**config.mk**
```make
export PLATFORM = sky130hd
export DESIGN_NAME = countdown_timer_slot_bank_core
export DESIGN_NICKNAME = d
export VERILOG_FILES = /design/src/ctsb_pkg.sv /design/src/ctsb_timer_mem.sv /design/src/ctsb_slot_table.sv /design/src/ctsb_seq.sv /design/src/countdown_timer_slot_bank_core.sv
export SDC_FILE = /design/constraint.sdc
export NUM_CORES = 1
export LEC_CHECK = 0
export BUFFER_PORTS_ARGS = -buffer_cell sky130_fd_sc_hd__buf_2
export CORE_ASPECT_RATIO = 0.6
export CORE_MARGIN = 2
export CORE_UTILIZATION = 43
export CTS_CLUSTER_DIAMETER = 150
export DETAILED_ROUTE_END_ITERATION = 8
export HOLD_SLACK_MARGIN = 0.06
export PLACE_DENSITY = 0.61
export SLEW_MARGIN = 10
export SYNTH_ARGS = -nofsm -noshare
export SYNTH_HDL_FRONTEND = slang
export SYNTH_SLANG_ARGS = --single-unit
```
**constraint.sdc**
```tcl
create_clock -name clk -period 3.85 [get_ports clk]
set_input_delay 0.77 -clock clk [delete_from_list [all_inputs] [get_ports clk]]
set_output_delay 0.77 -clock clk [all_outputs]
set_load 0.01 [all_outputs]
```
**src/ctsb_pkg.sv**
```systemverilog
// Shared types and constants for the countdown timer slot bank.
// Used by the timer memory, the slot table, the sequencer and the top level.
`default_nettype none

package ctsb_pkg;

  localparam int HANDLE_W = 4;
  localparam int TICKS_W  = 16;

  // Command codes of an input item
  typedef enum logic [1:0] {
    CMD_TICK  = 2'd0,
    CMD_START = 2'd1,
    CMD_STOP  = 2'd2,
    CMD_QUERY = 2'd3
  } cmd_t;

  // One timer entry as stored in the timer memory
  typedef struct packed {
    logic [TICKS_W-1:0] remaining;
    logic [TICKS_W-1:0] start_value;
    logic               active;
  } timer_entry_t;

  // Operation on the slot table at the selected slot
  typedef struct packed {
    logic                rd;     // read the slot owner (data next cycle)
    logic                set;    // mark slot used and write its owner
    logic                clr;    // free the slot
    logic [HANDLE_W-1:0] owner;  // owner written on set
  } slot_op_t;

endpackage

`default_nettype wire

```
**src/ctsb_timer_mem.sv**
```systemverilog
// Per-handle timer memory: remaining count, start value and active flag.
// Synchronous read, data valid the cycle after rd_en; entries never written read as zero.
// Depends on ctsb_pkg.
`default_nettype none

module ctsb_timer_mem #(
  parameter int HANDLE_COUNT = 16
) (
  input  wire logic                            clk,
  input  wire logic                            rst,
  input  wire logic                            rd_en,
  input  wire logic [((HANDLE_COUNT > 1) ? $clog2(HANDLE_COUNT) : 1)-1:0] rd_addr,
  output ctsb_pkg::timer_entry_t               rd_data,
  input  wire logic                            wr_en,
  input  wire logic [((HANDLE_COUNT > 1) ? $clog2(HANDLE_COUNT) : 1)-1:0] wr_addr,
  input  wire ctsb_pkg::timer_entry_t          wr_data
);
  import ctsb_pkg::*;

  timer_entry_t            mem [HANDLE_COUNT];
  timer_entry_t            rd_q;
  logic [HANDLE_COUNT-1:0] filled;
  logic                    rd_filled;

  // Write and read the entry array
  always_ff @(posedge clk) begin
    if (wr_en) begin
      mem[wr_addr] <= wr_data;
    end
    if (rd_en) begin
      rd_q <= mem[rd_addr];
    end
  end

  // Track which entries hold written data; unwritten ones read as reset value
  always_ff @(posedge clk) begin
    if (rst) begin
      filled    <= '0;
      rd_filled <= 1'b0;
    end else begin
      if (wr_en) begin
        filled[wr_addr] <= 1'b1;
      end
      if (rd_en) begin
        rd_filled <= filled[rd_addr];
      end
    end
  end

  assign rd_data = rd_filled ? rd_q : '0;

endmodule

`default_nettype wire

```
**src/ctsb_slot_table.sv**
```systemverilog
// Running-slot table: used flags in flops, slot owners in a small memory.
// Owner read is synchronous, owner valid the cycle after op.rd. Depends on ctsb_pkg.
`default_nettype none

module ctsb_slot_table #(
  parameter int SLOT_COUNT = 8
) (
  input  wire logic                                          clk,
  input  wire logic                                          rst,
  input  wire logic [((SLOT_COUNT > 1) ? $clog2(SLOT_COUNT) : 1)-1:0] idx,
  input  wire ctsb_pkg::slot_op_t                            op,
  output logic [SLOT_COUNT-1:0]                              used,
  output logic [ctsb_pkg::HANDLE_W-1:0]                      owner
);
  import ctsb_pkg::*;

  logic [HANDLE_W-1:0] owner_mem [SLOT_COUNT];

  // Write owner on claim, read owner for the sweep
  always_ff @(posedge clk) begin
    if (op.set) begin
      owner_mem[idx] <= op.owner;
    end
    if (op.rd) begin
      owner <= owner_mem[idx];
    end
  end

  // Claim and free slots
  always_ff @(posedge clk) begin
    if (rst) begin
      used <= '0;
    end else if (op.set) begin
      used[idx] <= 1'b1;
    end else if (op.clr) begin
      used[idx] <= 1'b0;
    end
  end

endmodule

`default_nettype wire

```
**src/ctsb_seq.sv**
```systemverilog
// Command sequencer: sweeps the slot table, does read-modify-write on the
// timer memory and holds the result register. Depends on ctsb_pkg.
`default_nettype none

module ctsb_seq #(
  parameter int SLOT_COUNT   = 8,
  parameter int HANDLE_COUNT = 16
) (
  input  wire logic                            clk,
  input  wire logic                            rst,
  // input channel
  input  wire logic                            in_valid,
  output logic                                 in_stall,
  input  wire logic [1:0]                      cmd,
  input  wire logic [ctsb_pkg::HANDLE_W-1:0]   handle,
  input  wire logic [ctsb_pkg::TICKS_W-1:0]    load_ticks,
  // output channel
  output logic                                 out_valid,
  input  wire logic                            out_stall,
  output logic                                 ok,
  output logic                                 is_elapsed,
  output logic                                 is_running,
  output logic [ctsb_pkg::TICKS_W-1:0]         initial_ticks,
  output logic [ctsb_pkg::TICKS_W-1:0]         ticks_passed,
  // slot table
  output logic [((SLOT_COUNT > 1) ? $clog2(SLOT_COUNT) : 1)-1:0] slot_idx,
  output ctsb_pkg::slot_op_t                   slot_op,
  input  wire logic [SLOT_COUNT-1:0]           slot_used,
  input  wire logic [ctsb_pkg::HANDLE_W-1:0]   slot_owner,
  // timer memory
  output logic                                 tm_rd_en,
  output logic [((HANDLE_COUNT > 1) ? $clog2(HANDLE_COUNT) : 1)-1:0] tm_rd_addr,
  input  wire ctsb_pkg::timer_entry_t          tm_rd_data,
  output logic                                 tm_wr_en,
  output logic [((HANDLE_COUNT > 1) ? $clog2(HANDLE_COUNT) : 1)-1:0] tm_wr_addr,
  output ctsb_pkg::timer_entry_t               tm_wr_data
);
  import ctsb_pkg::*;

  localparam int SIDX_W = (SLOT_COUNT > 1) ? $clog2(SLOT_COUNT) : 1;
  localparam int HIDX_W = (HANDLE_COUNT > 1) ? $clog2(HANDLE_COUNT) : 1;

  typedef enum logic [10:0] {
    S_IDLE      = 11'b00000000001,
    S_TICK_SCAN = 11'b00000000010,
    S_TICK_OWN  = 11'b00000000100,
    S_TICK_UPD  = 11'b00000001000,
    S_H_RD      = 11'b00000010000,
    S_H_DATA    = 11'b00000100000,
    S_FREE_SCAN = 11'b00001000000,
    S_STOP_SCAN = 11'b00010000000,
    S_STOP_CMP  = 11'b00100000000,
    S_H_WR      = 11'b01000000000,
    S_OUT       = 11'b10000000000
  } state_t;

  state_t              state;
  cmd_t                cmd_q;
  logic [HANDLE_W-1:0] handle_q;
  logic [TICKS_W-1:0]  load_q;
  logic                hvalid;
  logic                ok_q;
  timer_entry_t        work;
  logic [SIDX_W-1:0]   slot;

  cmd_t                in_cmd;
  logic                slot_last;
  logic                cur_used;
  logic                owner_ok;
  logic                owner_hit;
  logic [TICKS_W-1:0]  dec;
  logic                out_free;

  assign in_cmd    = cmd_t'(cmd);
  assign slot_last = (slot == SIDX_W'(SLOT_COUNT - 1));
  assign cur_used  = slot_used[slot];
  assign owner_ok  = (int'(slot_owner) < HANDLE_COUNT);
  assign owner_hit = (slot_owner == handle_q);
  assign dec       = tm_rd_data.remaining - TICKS_W'(1);
  assign out_free  = !out_valid || !out_stall;
  assign in_stall  = (state != S_IDLE);
  assign slot_idx  = slot;

  // Drive slot table and timer memory accesses for the current step
  always_comb begin
    slot_op       = '0;
    slot_op.owner = handle_q;
    tm_rd_en      = 1'b0;
    tm_rd_addr    = HIDX_W'(handle_q);
    tm_wr_en      = 1'b0;
    tm_wr_addr    = HIDX_W'(handle_q);
    tm_wr_data    = work;
    unique case (state)
      S_TICK_SCAN: slot_op.rd = cur_used;
      S_TICK_OWN: begin
        if (owner_ok) begin
          tm_rd_en   = 1'b1;
          tm_rd_addr = HIDX_W'(slot_owner);
        end else begin
          slot_op.clr = 1'b1;
        end
      end
      S_TICK_UPD: begin
        tm_wr_en             = 1'b1;
        tm_wr_addr           = HIDX_W'(slot_owner);
        tm_wr_data           = tm_rd_data;
        tm_wr_data.remaining = dec;
        slot_op.clr          = (dec == '0);
      end
      S_H_RD:      tm_rd_en = 1'b1;
      S_FREE_SCAN: slot_op.set = !cur_used;
      S_STOP_SCAN: slot_op.rd = cur_used;
      S_STOP_CMP:  slot_op.clr = owner_hit;
      S_H_WR:      tm_wr_en = 1'b1;
      default: ;
    endcase
  end

  // Sequence one item at a time
  always_ff @(posedge clk) begin
    if (rst) begin
      state     <= S_IDLE;
      out_valid <= 1'b0;
    end else begin
      // Raise the result on completion, drop it once taken
      if ((state == S_OUT) && out_free) begin
        out_valid <= 1'b1;
      end else if (out_valid && !out_stall) begin
        out_valid <= 1'b0;
      end
      unique case (state)
        S_IDLE: begin
          if (in_valid) begin
            cmd_q    <= in_cmd;
            handle_q <= handle;
            load_q   <= load_ticks;
            hvalid   <= (int'(handle) < HANDLE_COUNT);
            ok_q     <= (in_cmd == CMD_TICK) || (in_cmd == CMD_QUERY);
            work     <= '0;
            slot     <= '0;
            if (in_cmd == CMD_TICK) begin
              state <= S_TICK_SCAN;
            end else if (int'(handle) < HANDLE_COUNT) begin
              state <= S_H_RD;
            end else begin
              state <= S_OUT;
            end
          end
        end
        S_TICK_SCAN, S_TICK_OWN, S_TICK_UPD: begin
          if ((state == S_TICK_SCAN) && cur_used) begin
            state <= S_TICK_OWN;
          end else if ((state == S_TICK_OWN) && owner_ok) begin
            state <= S_TICK_UPD;
          end else if (slot_last) begin
            state <= hvalid ? S_H_RD : S_OUT;
          end else begin
            slot  <= slot + SIDX_W'(1);
            state <= S_TICK_SCAN;
          end
        end
        S_H_RD: state <= S_H_DATA;
        S_H_DATA: begin
          case (cmd_q)
            CMD_START: begin
              work.remaining   <= load_q;
              work.start_value <= load_q;
              work.active      <= tm_rd_data.active;
              if (tm_rd_data.remaining != '0) begin
                ok_q  <= 1'b1;
                state <= S_H_WR;
              end else begin
                state <= S_FREE_SCAN;
              end
            end
            CMD_STOP: begin
              work  <= '{remaining:   tm_rd_data.remaining,
                         start_value: tm_rd_data.start_value,
                         active:      1'b0};
              state <= S_STOP_SCAN;
            end
            default: begin
              work  <= tm_rd_data;
              state <= S_OUT;
            end
          endcase
        end
        S_FREE_SCAN: begin
          if (!cur_used) begin
            work.active <= 1'b1;
            ok_q        <= 1'b1;
            state       <= S_H_WR;
          end else if (slot_last) begin
            ok_q  <= 1'b0;
            state <= S_H_WR;
          end else begin
            slot <= slot + SIDX_W'(1);
          end
        end
        S_STOP_SCAN: begin
          if (cur_used) begin
            state <= S_STOP_CMP;
          end else if (slot_last) begin
            ok_q  <= 1'b0;
            state <= S_H_WR;
          end else begin
            slot <= slot + SIDX_W'(1);
          end
        end
        S_STOP_CMP: begin
          if (owner_hit) begin
            work.remaining <= '0;
            ok_q           <= 1'b1;
            state          <= S_H_WR;
          end else if (slot_last) begin
            ok_q  <= 1'b0;
            state <= S_H_WR;
          end else begin
            slot  <= slot + SIDX_W'(1);
            state <= S_STOP_SCAN;
          end
        end
        S_H_WR: state <= S_OUT;
        S_OUT: begin
          if (out_free) begin
            state <= S_IDLE;
          end
        end
        default: state <= S_IDLE;
      endcase
    end
  end

  // Load the result register; invalid handles report zero status
  always_ff @(posedge clk) begin
    if ((state == S_OUT) && out_free) begin
      ok            <= ok_q;
      is_elapsed    <= hvalid && (work.remaining == '0);
      is_running    <= hvalid && work.active;
      initial_ticks <= hvalid ? work.start_value : '0;
      ticks_passed  <= hvalid ? (work.start_value - work.remaining) : '0;
    end
  end

endmodule

`default_nettype wire

```
**src/countdown_timer_slot_bank_core.sv**
```systemverilog
// Bank of HANDLE_COUNT count-down timers with SLOT_COUNT running slots. Each item
// is a tick, start, stop or status query and yields one result item with the
// addressed timer's status after the command. Items are handled one at a time;
// the time an item takes is set by the slot sweep of a tick, start or stop:
// in a tick each used slot costs an owner read from the slot memory plus a
// read-modify-write of the timer memory, and a free slot costs only its scan.
// A finished result waits in an output register while the next item is taken.
// Depends on ctsb_pkg, ctsb_seq, ctsb_slot_table and ctsb_timer_mem.
`default_nettype none

module countdown_timer_slot_bank_core #(
  parameter int SLOT_COUNT   = 8,
  parameter int HANDLE_COUNT = 16
) (
  input  wire logic                          clk,
  input  wire logic                          rst,
  input  wire logic                          in_valid,
  output logic                               in_stall,
  input  wire logic [1:0]                    cmd,
  input  wire logic [ctsb_pkg::HANDLE_W-1:0] handle,
  input  wire logic [ctsb_pkg::TICKS_W-1:0]  load_ticks,
  output logic                               out_valid,
  input  wire logic                          out_stall,
  output logic                               ok,
  output logic                               is_elapsed,
  output logic                               is_running,
  output logic [ctsb_pkg::TICKS_W-1:0]       initial_ticks,
  output logic [ctsb_pkg::TICKS_W-1:0]       ticks_passed
);
  import ctsb_pkg::*;

  localparam int SIDX_W = (SLOT_COUNT > 1) ? $clog2(SLOT_COUNT) : 1;
  localparam int HIDX_W = (HANDLE_COUNT > 1) ? $clog2(HANDLE_COUNT) : 1;

  logic [SIDX_W-1:0]     slot_idx;
  slot_op_t              slot_op;
  logic [SLOT_COUNT-1:0] slot_used;
  logic [HANDLE_W-1:0]   slot_owner;
  logic                  tm_rd_en;
  logic [HIDX_W-1:0]     tm_rd_addr;
  timer_entry_t          tm_rd_data;
  logic                  tm_wr_en;
  logic [HIDX_W-1:0]     tm_wr_addr;
  timer_entry_t          tm_wr_data;

  ctsb_seq #(
    .SLOT_COUNT  (SLOT_COUNT),
    .HANDLE_COUNT(HANDLE_COUNT)
  ) u_seq (
    .clk          (clk),
    .rst          (rst),
    .in_valid     (in_valid),
    .in_stall     (in_stall),
    .cmd          (cmd),
    .handle       (handle),
    .load_ticks   (load_ticks),
    .out_valid    (out_valid),
    .out_stall    (out_stall),
    .ok           (ok),
    .is_elapsed   (is_elapsed),
    .is_running   (is_running),
    .initial_ticks(initial_ticks),
    .ticks_passed (ticks_passed),
    .slot_idx     (slot_idx),
    .slot_op      (slot_op),
    .slot_used    (slot_used),
    .slot_owner   (slot_owner),
    .tm_rd_en     (tm_rd_en),
    .tm_rd_addr   (tm_rd_addr),
    .tm_rd_data   (tm_rd_data),
    .tm_wr_en     (tm_wr_en),
    .tm_wr_addr   (tm_wr_addr),
    .tm_wr_data   (tm_wr_data)
  );

  ctsb_slot_table #(
    .SLOT_COUNT(SLOT_COUNT)
  ) u_slots (
    .clk  (clk),
    .rst  (rst),
    .idx  (slot_idx),
    .op   (slot_op),
    .used (slot_used),
    .owner(slot_owner)
  );

  ctsb_timer_mem #(
    .HANDLE_COUNT(HANDLE_COUNT)
  ) u_timers (
    .clk    (clk),
    .rst    (rst),
    .rd_en  (tm_rd_en),
    .rd_addr(tm_rd_addr),
    .rd_data(tm_rd_data),
    .wr_en  (tm_wr_en),
    .wr_addr(tm_wr_addr),
    .wr_data(tm_wr_data)
  );

`ifndef SYNTHESIS
  // No state changes while waiting for an item
  a_idle_quiet: assert property (@(posedge clk) disable iff (rst)
    !in_stall |-> !(slot_op.set || slot_op.clr || tm_wr_en))
    else $error("state written while idle");

  // A start claims only a free slot
  a_claim_free: assert property (@(posedge clk) disable iff (rst)
    slot_op.set |-> !slot_used[slot_idx])
    else $error("claimed a used slot");

  // A claimed slot is followed by the timer entry write-back
  a_claim_wb: assert property (@(posedge clk) disable iff (rst)
    slot_op.set |=> tm_wr_en)
    else $error("slot claim without timer write-back");

  // An elapsed timer reports its whole start value as passed
  a_elapsed: assert property (@(posedge clk) disable iff (rst)
    out_valid && is_elapsed |-> ticks_passed == initial_ticks)
    else $error("elapsed status inconsistent");
`endif

endmodule

`default_nettype wire

```
# After elaboration in Yosys (flattened, before gate mapping)
# Memories as Yosys holds them, arrays and structs flattened. A register that Yosys moved wholly into a read port is not among the register bits.
# Index checks and enable logic that the tools add are counted.
[totals] in_bits=26 elab_cells=155 output_inout_bits=37 mem_count=2 mem_bits_rw=560 register_bits=131
[classes] magnitude_cmp=5 n_addsub=3 reduce_logical=32 n_mux=62 bitwise=5 n_eq_ne=28
[memory_table] name="u_timers.mem" words=16 width=33 read_ports=1 rd_ports_with_merged_regs=1 wr=1 line="ctsb_timer_mem.sv:20" text="timer_entry_t mem [HANDLE_COUNT];"
[memory_table] name="u_slots.owner_mem" words=8 width=4 read_ports=1 rd_ports_with_merged_regs=1 wr=1 line="ctsb_slot_table.sv:17" text="logic [HANDLE_W-1:0] owner_mem [SLOT_COUNT];"
[op_table] op="two-way mux 33 bit" n=3
[op_table] op="case mux 11 bit (9 select lines)" n=1
[op_table] op="two-way mux 11 bit" n=7
[op_table] op="case mux 33 bit (2 select lines)" n=1
[op_table] op="case mux 16 bit (3 select lines)" n=1
[op_table] op="logical NOT 16 bit" n=2
[op_table] op="case mux 16 bit (2 select lines)" n=1
[op_table] op="two-way mux 10 bit" n=3
[op_table] op="two-way mux 1 bit" n=22
[op_table] op="case mux 11 bit (2 select lines)" n=1
[op_table] op="two-way mux 3 bit" n=7
[op_table] op="two-way mux 16 bit" n=1
[op_table] op="two-way mux 8 bit" n=2
[op_table] op="bitwise OR 16 bit" n=1
[op_table] op="nonzero test 16 bit" n=1
[op_table] op="subtractor 16 x 1 -> 16 bit (second input constant)" n=1
[op_table] op="subtractor 16 bit" n=1
[op_table] op="case mux 3 bit (5 select lines)" n=1
[op_table] op="inequality test 2 bit (second input constant)" n=7
[op_table] op="== test 11 x 1 -> 1 bit (second input constant)" n=1
[op_table] op="== test 11 x 10 -> 1 bit (second input constant)" n=1
[op_table] op="== test 11 bit (second input constant)" n=1
[op_table] op="== test 11 x 2 -> 1 bit (second input constant)" n=1
[op_table] op="== test 11 x 3 -> 1 bit (second input constant)" n=1
[op_table] op="other kinds (44)" n=66

# Depth between registers and ports, before layout
[depth] depth_word=8 ltp_mapped=14 depth_no_buf=10

# By module
# From an unflattened synthesis, not the netlist that was laid out.
[unflattened] cells_unflattened=1594 hier_area_um2=29543.3
[by_module_without_submodules] mod="ctsb_timer_mem" cells_per_inst=891 instances=1 area_each_um2=21732.1 seq_area_each_um2=17186.5
[by_module_without_submodules] mod="ctsb_seq" cells_per_inst=589 instances=1 area_each_um2=6083.3 seq_area_each_um2=3062.9
[by_module_without_submodules] mod="ctsb_slot_table" cells_per_inst=114 instances=1 area_each_um2=1727.9 seq_area_each_um2=1241.2

# Worst setup path after synthesis
# OpenSTA, ideal clock, no wires.
[synth_path] kind="reg-to-reg" startpoint="register u_seq.state[6]" endpoint="memory u_timers.mem[3][0] (netlist bit), enable pin" n_path_buf=3 path_stages_with_launch=10 t_required_ns=3.414 arrival_ns=3.454 setup_time_ns=0.436 synth_period_minus_slack_ns=3.890 slack_ns=-0.040 cell_sequence="dfxtp_1 -> buf_6 -> or4_4 -> buf_6 -> nor2_1 -> nand3_1 -> clkbuf_1 -> nor3_1 -> a31oi_1 -> a21oi_1"
[synth_between] elab_chain_cells=5 word_cells_on_any_way=7 cone_classes="2 x eq/ne; 4 x mux; 1 x reduce/logical"
[synth_lines] item="from (decl)" line="ctsb_seq.sv:57" text="state_t state;"
[synth_lines] item="from (signal assigned)" line="ctsb_seq.sv:156" text="state <= hvalid ? S_H_RD : S_OUT;"
[synth_lines] item="== test 11 x 10 -> 1 bit or == test 11 x 4 -> 1 bit (tied branches)" line="ctsb_seq.sv:93" text="unique case (state)"
[synth_lines] item="OR reduction 2 bit (no line)"
[synth_lines] item="two-way mux 1 bit" line="ctsb_seq.sv:93"
[synth_lines] item="two-way mux 1 bit" line="ctsb_timer_mem.sv:27" text="if (wr_en) begin"
[synth_lines] item="two-way mux 1 bit (not written as such)" line="ctsb_timer_mem.sv:28" text="mem[wr_addr] <= wr_data;"
[synth_lines] item="to (decl)" line="ctsb_timer_mem.sv:20"
# Several ways; a longest one is shown, not always the timed one.

# Final worst setup path
[layout_path] startpoint="register u_seq.state[3]" endpoint="register, netlist name u_timers.rd_q[26]"
[layout_between] elab_chain_cells=3 word_cells_on_any_way=5 cone_classes="2 x eq/ne; 2 x mux; 1 x reduce/logical"
[layout_lines] item="== test 11 x 5 -> 1 bit or == test 11 x 3 -> 1 bit (tied branches)" line="ctsb_seq.sv:93"
[layout_lines] item="OR reduction 2 bit (no line)"
[layout_lines] item="two-way mux 1 bit"
# Several ways; a longest one is shown, not always the timed one.
# A chain may end at the register's enable or synchronous reset.

==> flow_metrics.env <==
export IMPL_area_delta_synth_final_pct=13.5
export IMPL_initial_utilization_pct=43.2
export IMPL_synth_main_ff_cell="edfxtp_1"
export IMPL_grt_pass1_wl_um=122000
export IMPL_whs_path_depth=1
export IMPL_io_pins=63
export IMPL_yosysTopAreaCellShare_pct=67.3
export IMPL_cts_resized=0
export IMPL_finalSetupViolations=0
export IMPL_finalWirelength_um=83600
export IMPL_end_kind="register"
export IMPL_core_area_mm2=0.0714
export IMPL_critical_path_slowest_cell="or4_4"
export IMPL_r2r_start="u_seq.state[3]"
export IMPL_worstMarginPinSlew_ns=1.10
export IMPL_grt_max_degree=91
export IMPL_dr_first_iter_drc_count=2558
export IMPL_status="finished clean"
export IMPL_placed_cell_area_mm2=0.0328
export IMPL_yosys_cell_types_count=74
export IMPL_grt_usage_pct=22.6
export IMPL_synth_compound_area_share_pct=11.5
export IMPL_cts_htree_levels=3
export IMPL_cts_max_path_buffers=3
export IMPL_cts_tree="yes"
export IMPL_crit_family="simple AND/OR/NAND/NOR gates"
export IMPL_yosys_warnings=0
export IMPL_grt_overflow=0
export IMPL_drive_above_1_share_pct=14.6
export IMPL_path_class="register to register"
export IMPL_setup_tns_ns=0
export IMPL_setup_ws_ns=0.469
export IMPL_synth_top_family_by_area="simple AND/OR/NAND/NOR gates"
export IMPL_synth_adder_area_share_pct=0.957
export IMPL_antenna_found_initial=4
export IMPL_crit_chain="or4_1, or4_4, and2_4, buf_12, nand2_1, nand2_1, o21ai_0, o221ai_2"
export IMPL_drc=0
export IMPL_ctsHoldBuffers=0
export IMPL_place_gp_congestion=0.880
export IMPL_start_kind="register"
export IMPL_vias_per_cell=5.76
export IMPL_final_area_mm2=0.0350
export IMPL_synthMuxAreaShare_pct=0.402
export IMPL_p_int_mw=13.7
export IMPL_worstPathMaxFanout=35
export IMPL_hold_path_class="input port to register"
export IMPL_synth_area_mm2=0.0308
export IMPL_cap_violations=0
export IMPL_yosys_top_cells_area="edfxtp_1 (67%), nand2_1 (7.0%), dfxtp_1 (2.4%)"
export IMPL_finalHoldViolCount=0
export IMPL_cpMostUsedCell="nand2_1"
export IMPL_synthXorXnorAreaFrac_pct=0.795
export IMPL_share_seq_of_total_power_pct=50.3
export IMPL_die_y_um=211
export IMPL_ys_seq_elements=728
export IMPL_synthSimpleGateAreaFrac_pct=13.8
export IMPL_hp_start="handle[3]"
export IMPL_hold_slack_ns=0.325
export IMPL_post_route_min_period_ns=3.38
export IMPL_utilization_pct=49.0
export IMPL_synth_edff_count=691
export IMPL_fmax_mhz=296
export IMPL_die_x_um=350
export IMPL_clk_latency_ns=0.62
export IMPL_pre_cts_slack_ns=0.533
export IMPL_cp_arrival_ns=3.73
export IMPL_post_cts_buffers=0
export IMPL_yosysMostFrequentCell="edfxtp_1"
export IMPL_clkTransAtPathRegs_ns=0.06
export IMPL_ys_top_cells_by_count="edfxtp_1 (691), nand2_1 (578), nand3_1 (124)"
export IMPL_required_ns=4.20
export IMPL_cts_buffers=70
export IMPL_cts_sinks=728
export IMPL_avgSynthCellArea_um2=12.8
export IMPL_synthCells=2407
export IMPL_grt_pass1_vias=18800
export IMPL_drt_pass1_iterations=8
export IMPL_worstReg2RegEnd="u_timers.rd_q[26]"
export IMPL_wl_per_cell_um=23.9
export IMPL_peakVddDrop_v=0.000338
export IMPL_pwr_share_comb_pct=12.8
export IMPL_cp_buffers_inverters=1
export IMPL_relSlewSlack_pct=26.5
export IMPL_hpwlAfterDp_um=49000
export IMPL_synth_top_cell_by_area="edfxtp_1"
export IMPL_finalCritPeriodShare_pct=87.8
export IMPL_r2r_cells=8
export IMPL_reg2reg_slack_ns=0.47
export IMPL_drv_slew=0
export IMPL_p_per_area_mw_per_mm2=526
export IMPL_synth_seq_area_share_pct=69.7
export IMPL_p_sw_mw=4.72
export IMPL_vias=20200
export IMPL_fp_dieArea_mm2=0.0740
export IMPL_fin_worst_skew_ns=0.0257
export IMPL_swShare_pct=25.6
export IMPL_critPathMaxStageDelay_ns=0.73
export IMPL_synth_nets=2456
export IMPL_ys_async_sr_fraction_pct=0
export IMPL_final_nets=2517
export IMPL_p_clk_share_pct=36.9
export IMPL_root_buffer="clkbuf_16"
export IMPL_rsz0062_at_grt="false"
export IMPL_holdPathEnd="u_seq.handle_q[3]"
export IMPL_leakagePower_nw=12.0
export IMPL_io_buffers=62
export IMPL_drtAntennaViolNets=0
export IMPL_rows=76
## registers in the layout, indices dropped and copies added (netlist names), 11 cells and up, named ones only
name / count
u_timers.mem: 528
u_seq.work: 33
u_timers.rd_q: 33
u_slots.owner_mem: 32
u_seq.initial_ticks: 16
u_seq.load_q: 16
u_seq.ticks_passed: 16
u_timers.filled: 16
u_seq.state: 11
## logic make-up after synthesis
logic type | count (synthesis)
AO/OA/AOI/OAI | 466
multiplexers | 11
XOR/XNOR | 28
AND/OR/NAND/NOR | 952
adder cells (fa/ha/maj) | 23
buffers and inverters | 199
flip-flops | 728
## how the worst max path moves through the flow
stage,endpoint,startpoint,slack [ns],cells after the start
3_5_place_dp,u_timers.rd_q[26],u_seq.state[6],0.53,8
2_1_floorplan,u_timers.mem[11][0],u_seq.state[6],0.005,7
3_3_place_gp,u_timers.rd_q[6],u_seq.state[3],0.55,8
4_1_cts,u_timers.rd_q[31],u_seq.state[3],0.52,6
5_1_grt,u_timers.rd_q[31],u_seq.state[3],0.28,6
6_report,u_timers.rd_q[26],u_seq.state[3],0.47,8
## cells in the final DEF (no fill, tap or decap), types with 13 or more instances in the layout
cell,instances
nor4_1,13
a21oi_1,56
clkbuf_1,23
xnor2_1,17
nor2_1,52
o21a_1,20
a22oi_1,21
a211oi_2,28
clkbuf_16,74
a22oi_2,27
buf_2,62
nor3_1,19
dfxtp_1,36
nor2_4,14
o31ai_1,14
buf_12,25
and3_1,72
a211oi_1,43
edfxtp_1,691
nand2_1,576
a31oi_1,91
inv_1,37
buf_4,63
clkinv_1,14
o21ai_1,16
nand3_1,124
o221ai_2,27
o21ai_0,80
ha_1,22
## layout make-up
cell class                      count  area (um2)
Clock inverter                     26         240
Timing Repair Buffer              150        1280
Tap cell                          975        1220
Sequential cell                   728       21500
Clock buffer                      100        1980
Antenna cell                        1        2.50
Inverter                           38         143
Multi-Input combinational cell   1480        8650
Fill cell                        6091       36400
## power groups by stage
| stage | Clock (mW) | Combinational [mW] | Sequential [mW] |
|---|---|---|---|
| 2_1_floorplan | 0 | 1.57 | 9.31 |
| 5_1_grt | 7.22 | 2.58 | 9.27 |
| 3_3_place_gp | 0 | 2.27 | 9.42 |
| 4_1_cts | 6.92 | 2.33 | 9.25 |
| 3_5_place_dp | 0 | 2.32 | 9.42 |
| 6_report | 6.79 | 2.35 | 9.26 |
## worst register-to-register path, cell delays in order (launching register included)
cell	delay, ns
dfxtp_1	0.39
or4_1	0.59
or4_4	0.73
and2_4	0.44
buf_12	0.33
nand2_1	0.11
nand2_1	0.06
o21ai_0	0.31
o221ai_2	0.15
## through the flow
step	std cells	power, mW
floorplan	2407	10.9
finish	3498	18.4
global route	3497	19.1
detailed placement	3371	11.7
global placement	3371	11.7
CTS	3497	18.5
## layer usage
| layer | GRT usage, % | up-vias | wire length [um] |
|---|---|---|---|
| li1 | - | 9116 | - |
| met1 | 34.7 | 10000 | 39300 |
| met2 | 30.4 | 890 | 33000 |
| met3 | 7.89 | 108 | 9950 |
| met4 | 4.52 | 0 | 1310 |
| met5 | 0 | - | 0 |
Note: power is estimated with default switching activity, not from simulation.
